<file path="src/rtl/core/gd3_pkg.sv">
// Shared types and constants of the 3x3 grayscale dilation block.
// Used by the channel interfaces, the window module and the top level.
// No dependencies.
package gd3_pkg;

  // Default sizes of the block.
  localparam int MAX_WIDTH_DEF  = 1024;
  localparam int MAX_HEIGHT_DEF = 1024;
  localparam int PIXEL_BITS_DEF = 8;

  // Configuration port geometry.
  localparam int CFG_IDX_W  = 1;
  localparam int CFG_DATA_W = 11;

  // Register indexes of the configuration port.
  typedef enum logic [CFG_IDX_W-1:0] {
    REG_FRAME_WIDTH  = 1'b0,
    REG_FRAME_HEIGHT = 1'b1
  } cfg_reg_t;

  // Reset values of the configuration registers.
  localparam logic [CFG_DATA_W-1:0] FRAME_WIDTH_RST  = 11'd640;
  localparam logic [CFG_DATA_W-1:0] FRAME_HEIGHT_RST = 11'd480;

  // Input word codes.
  localparam logic ACTION_PIXEL = 1'b0;
  localparam logic ACTION_FLUSH = 1'b1;

  // Border flags of the output position: which window row or column lies
  // outside the frame and must be left out of the maximum.
  typedef struct packed {
    logic skip_top;
    logic skip_bottom;
    logic skip_left;
    logic skip_right;
  } pos_flags_t;

endpackage

</file>
<file path="src/rtl/core/gd3_window.sv">
// 3x3 window register and masked maximum of the dilation block.
// Depends on gd3_pkg for the border flag struct.
module gd3_window #(
  parameter int PIXEL_BITS = gd3_pkg::PIXEL_BITS_DEF
) (
  input  logic                  clk,
  input  logic                  rst_n,
  input  logic                  shift_en,
  input  logic [PIXEL_BITS-1:0] col_up,
  input  logic [PIXEL_BITS-1:0] col_mid,
  input  logic [PIXEL_BITS-1:0] col_px,
  input  gd3_pkg::pos_flags_t   flags,
  output logic [PIXEL_BITS-1:0] max_value
);
  import gd3_pkg::*;

  logic [PIXEL_BITS-1:0] win_r   [3][3];
  logic [PIXEL_BITS-1:0] win_nxt [3][3];
  logic [PIXEL_BITS-1:0] masked  [3][3];
  logic [PIXEL_BITS-1:0] row_max [3];

  // Shift the window one column left and take in the new column on the right.
  always_comb begin
    for (int r = 0; r < 3; r++) begin
      win_nxt[r][0] = win_r[r][1];
      win_nxt[r][1] = win_r[r][2];
    end
    win_nxt[0][2] = col_up;
    win_nxt[1][2] = col_mid;
    win_nxt[2][2] = col_px;
  end

  always_ff @(posedge clk) begin
    if (!rst_n) begin
      for (int r = 0; r < 3; r++) begin
        for (int c = 0; c < 3; c++) begin
          win_r[r][c] <= '0;
        end
      end
    end else if (shift_en) begin
      win_r <= win_nxt;
    end
  end

  // Positions outside the frame count as zero.
  always_comb begin
    for (int r = 0; r < 3; r++) begin
      for (int c = 0; c < 3; c++) begin
        if ((r == 0 && flags.skip_top) || (r == 2 && flags.skip_bottom) ||
            (c == 0 && flags.skip_left) || (c == 2 && flags.skip_right)) begin
          masked[r][c] = '0;
        end else begin
          masked[r][c] = win_r[r][c];
        end
      end
    end
  end

  // Maximum per row, then over the three rows.
  always_comb begin
    for (int r = 0; r < 3; r++) begin
      row_max[r] = (masked[r][0] > masked[r][1]) ? masked[r][0] : masked[r][1];
      row_max[r] = (masked[r][2] > row_max[r]) ? masked[r][2] : row_max[r];
    end
    max_value = (row_max[0] > row_max[1]) ? row_max[0] : row_max[1];
    max_value = (row_max[2] > max_value) ? row_max[2] : max_value;
  end

endmodule

</file>
<file path="config.mk">
export PLATFORM = sky130hd
export DESIGN_NAME = gd3_window
export DESIGN_NICKNAME = d
export VERILOG_FILES = /design/src/rtl/core/gd3_pkg.sv /design/src/rtl/core/gd3_window.sv
export SDC_FILE = /design/constraint.sdc
export NUM_CORES = 1
export LEC_CHECK = 0
export ABC_AREA = 1
export BUFFER_PORTS_ARGS = -buffer_cell sky130_fd_sc_hd__buf_2
export CAP_MARGIN = 20
export CORE_ASPECT_RATIO = 0.7
export CORE_UTILIZATION = 40
export DETAILED_ROUTE_END_ITERATION = 12
export GPL_TIMING_DRIVEN = 0
export PLACE_DENSITY = 0.58
export SLEW_MARGIN = 20
export SYNTH_ARGS = -nofsm -noshare
export SYNTH_HDL_FRONTEND = slang
export SYNTH_SLANG_ARGS = --single-unit
</file>
<file path="constraint.sdc">
create_clock -name clk -period 7.4 [get_ports clk]
set_input_delay 0.74 -clock clk [delete_from_list [all_inputs] [get_ports clk]]
set_output_delay 0.74 -clock clk [all_outputs]
set_load 0.005 [all_outputs]
</file>
==> flow_metrics.py <==
metrics = {
    "power_and_ir_drop": {
        "internal_power_mw": 1.20,
        "power.density_cell_area_nw_per_um2": 326,
        "pwr-share-clk_pct": 17.8,
        "vdd_ir_drop_max_mv": 0.478,
        "power.switching_uw": 959,
        "switching_share_pct": 44.5,
        "power.total_mw": 2.16,
        "power.combinational.fraction_pct": 62.3,
        "seq_power_share_pct": 19.9,
        "leakage_nw": 3.14,
    },
    "synthesis": {
        "synth_warnings": 0,
        "synth_top_area_share_pct": 27.9,
        "post_synth_instance_area_um2": 5170,
        "synth.yosys.seq_area_share_pct": 27.9,
        "yosys_register_bits": 72,
        "synth.net_count": 883,
        "syn-instance-count": 795,
        "synth_area_per_cell_um2": 6.51,
        "yosysTopAreaCell": "dfxtp_1",
        "synth_cell_type_count": 38,
        "synth.top_cells.by_area": "dfxtp_1 (28%), ha_1 (14%), nand2_1 (12%)",
    },
    "global_route": {
        "grt_first_pass_wirelength_um": 24600,
        "global_route.usage.met1_pct": 38.1,
        "grt.overflow.total": 0,
        "grtUsageMet3_pct": 3.03,
        "pin_count_of_the_biggest_net_entering_global_routing": 12,
        "busiest_layer": "met1",
        "gr-usage-met2_pct": 33.3,
        "first_global_vias": 4856,
        "antenna_found_initial": 0,
        "global_route_total_usage_across_every_layer_pct": 23.8,
    },
    "cells_and_area": {
        "num-fill-cells": 1205,
        "finalCoreUtilization_pct": 52.9,
        "layoutNonFillerInstCount": 1043,
        "synthToLayoutAreaGrowth_pct": 27.9,
        "drive_gt1_share_pct": 22.1,
        "nets": 965,
        "num_antenna_cells": 0,
        "fin_area_um2": 6620,
    },
    "drt": {
        "route.final.wire_length_um": 16500,
        "detail_route.vias_per_cell": 5.28,
        "vias": 5504,
        "post_detailed_route_drc_marker_count": 0,
        "drtIter0Drc": 480,
        "drtAntennaViolNets": 0,
        "drt_pass1_iterations": 5,
        "detail_route.wl_per_cell_um": 15.9,
    },
    "critical_path": {
        "critical_path.endpoint_type": "primary output",
        "worstPathRequired_ns": 6.66,
        "path_max_fanout": 8,
        "critical-path-max-stage-delay_ns": 0.31,
        "cpMaxStageDelayCell": "ha_1",
        "crit_type": "input port to primary output",
        "start_kind": "input port",
        "crit_arrival_ns": 6.48,
    },
    "floorplan": {
        "ioPinCount": 39,
        "core.rowCount": 34,
        "die-width_um": 138,
        "die-area_um2": 13400,
        "floorplan.core_area_um2": 12500,
        "die_h_um": 97.2,
        "starting_density_pct": 41.4,
    },
    "timing": {
        "report.final.slew_viol_count": 0,
        "timing_worst_slew_pin_value_ns": 0.670,
        "achievable-frequency_ghz": 0.138,
        "fin_tns_setup_ns": 0,
        "period_share_pct": 97.6,
        "clock_skew_ns": 0.00488,
        "final.hold.worst_slack_ns": 0.461,
        "hold_fails_final_rpt": 0,
        "slew_headroom_pct": 55.4,
        "period_minus_slack_ns": 7.22,
        "layout_setup_ws_ns": 0.179,
        "setup_viol_count_final": 0,
    },
    "cts": {
        "cts_root_buffer": "clkbuf_16",
        "cts_made_buffers": 9,
        "clkSinkCount": 72,
        "worstSkewPairLatency_ns": 0.33,
        "register_clock_pin_slew_on_the_reported_worst_setup_and_hold_paths_ns": 0.06,
        "postCtsHoldBufs": 0,
        "cts-root-to-sink-buffers": 2,
        "htreeDepth": 3,
        "cts_tree": "yes",
    },
    "placed_design": {
        "dpl_cell_area_um2": 5550,
        "placement.io_buffers": 35,
        "pre_cts_ws_ns": -0.606,
        "gp_congestion": 0.929,
        "place.detailed.instances": 992,
        "hpwlAfterDp_um": 12100,
    },
    "run": {
        "timing.max_cap.violations": 0,
    },
    "outcome": {
        "status": "completed",
    },
    "min_path": {
        "worst_hold_path_type": "flop to flop",
    },
}
[synthesized netlist by cell type]
cell	instances
nand2_1	160
o21ai_0	107
inv_1	93
nor2_1	93
dfxtp_1	72
a21oi_1	71
nand3_1	58
ha_1	57
clkbuf_1	25
nand2_2	14
and2_1	6
a211oi_1	5
inv_2	3
a31oi_1	2
clkinv_1	2
nand2_4	2
nand4_1	2
nor2_2	2
o21bai_1	2
a32oi_2	1
buf_1	1
buf_2	1
buf_6	1
inv_4	1
nand2_8	1
nand3_2	1
nand3b_1	1
nand4_4	1
nor2_8	1
nor3_1	1
nor4_1	1
o211ai_1	1
o21a_1	1
o21ai_1	1
o221ai_1	1
o31ai_2	1
or2_2	1
or3b_2	1
[cell type report]
class,count,area [um^2],area share [%]
timing repair inverter,1,7.51,0.113
inverter,99,380,5.75
clock inverter,4,22.5,0.340
clock buffer,11,233,3.52
sequential,72,1440,21.8
multi-input combinational,598,3710,56.2
buffer,28,135,2.04
timing repair buffer,68,478,7.23
tap,162,203,3.06
[cell usage in the layout (no fill, tap or decap), types with 4 or more instances in the layout]
| master | n |
|---|---|
| nand2_1 | 146 |
| o21ai_0 | 95 |
| inv_1 | 87 |
| nor2_1 | 83 |
| dfxtp_1 | 72 |
| a21oi_1 | 67 |
| nand3_1 | 50 |
| ha_1 | 43 |
| buf_2 | 34 |
| buf_4 | 28 |
| nand2_2 | 25 |
| clkbuf_1 | 25 |
| ha_4 | 13 |
| clkbuf_16 | 9 |
| nor2_2 | 8 |
| nand3_2 | 8 |
| o21ai_2 | 8 |
| nand2_4 | 7 |
| inv_2 | 7 |
| a211oi_2 | 5 |
| buf_12 | 4 |
| a21oi_2 | 4 |
| nor2_4 | 4 |
[flip-flops by register name, summed over array words and instances (netlist names)]
name,cells
win_nxt,40
win_r,24
masked,8
[metal layers]
metal	share of wire (%)	vias to the layer above
met5	0	-
met4	1.0	0
met3	6.4	22
met2	41	186
met1	52	2515
li1	-	2781
[critical path, delay by kind of cell]
| family | cells | cell delay [ns] |
|---|---|---|
| compound gates | 9 | 1.61 |
| buf+inv | 7 | 1.03 |
| fa+ha+maj | 4 | 1.07 |
| simple gates | 18 | 1.97 |
[power groups by stage]
stage	sequential (mW)	clock, mW	combinational (mW)
6_report	0.430	0.384	1.34
3_3_place_gp	0.437	0	0.905
4_1_cts	0.429	0.386	1.02
2_1_floorplan	0.432	0	0.660
5_1_grt	0.432	0.405	1.47
3_5_place_dp	0.438	0	0.932
[cell families after synthesis]
family	share of synthesized area (%)
AOI/OAI and AO/OA	19.6
adders and majority gates	13.8
buffers and inverters	9.43
DFF	27.9
and+or+nand+nor	29.3
[repair_timing]
| action | 4_1_cts | 5_1_grt |
|---|---|---|
| setup endpoints to repair | 8 | 8 |
| setup buffers | 3 | 30 |
| gates cloned | 0 | 3 |
| resized for setup | 14 | 110 |
| pin swaps | 1 | 39 |
[worst paths after layout]
path / from / to / slack, ns / depth (start not counted)
worst max-delay path: flags[1] / max_value[4] / 0.18 / 38
worst min-delay path: win_r[19] / win_r[19] / 0.46 / 2
worst max register to register: win_nxt[8] / win_nxt[16] / 6.66 / 2
worst min register to register: win_r[19] / win_r[19] / 0.46 / 2
No activity file was read; power rests on OpenSTA's default activity.
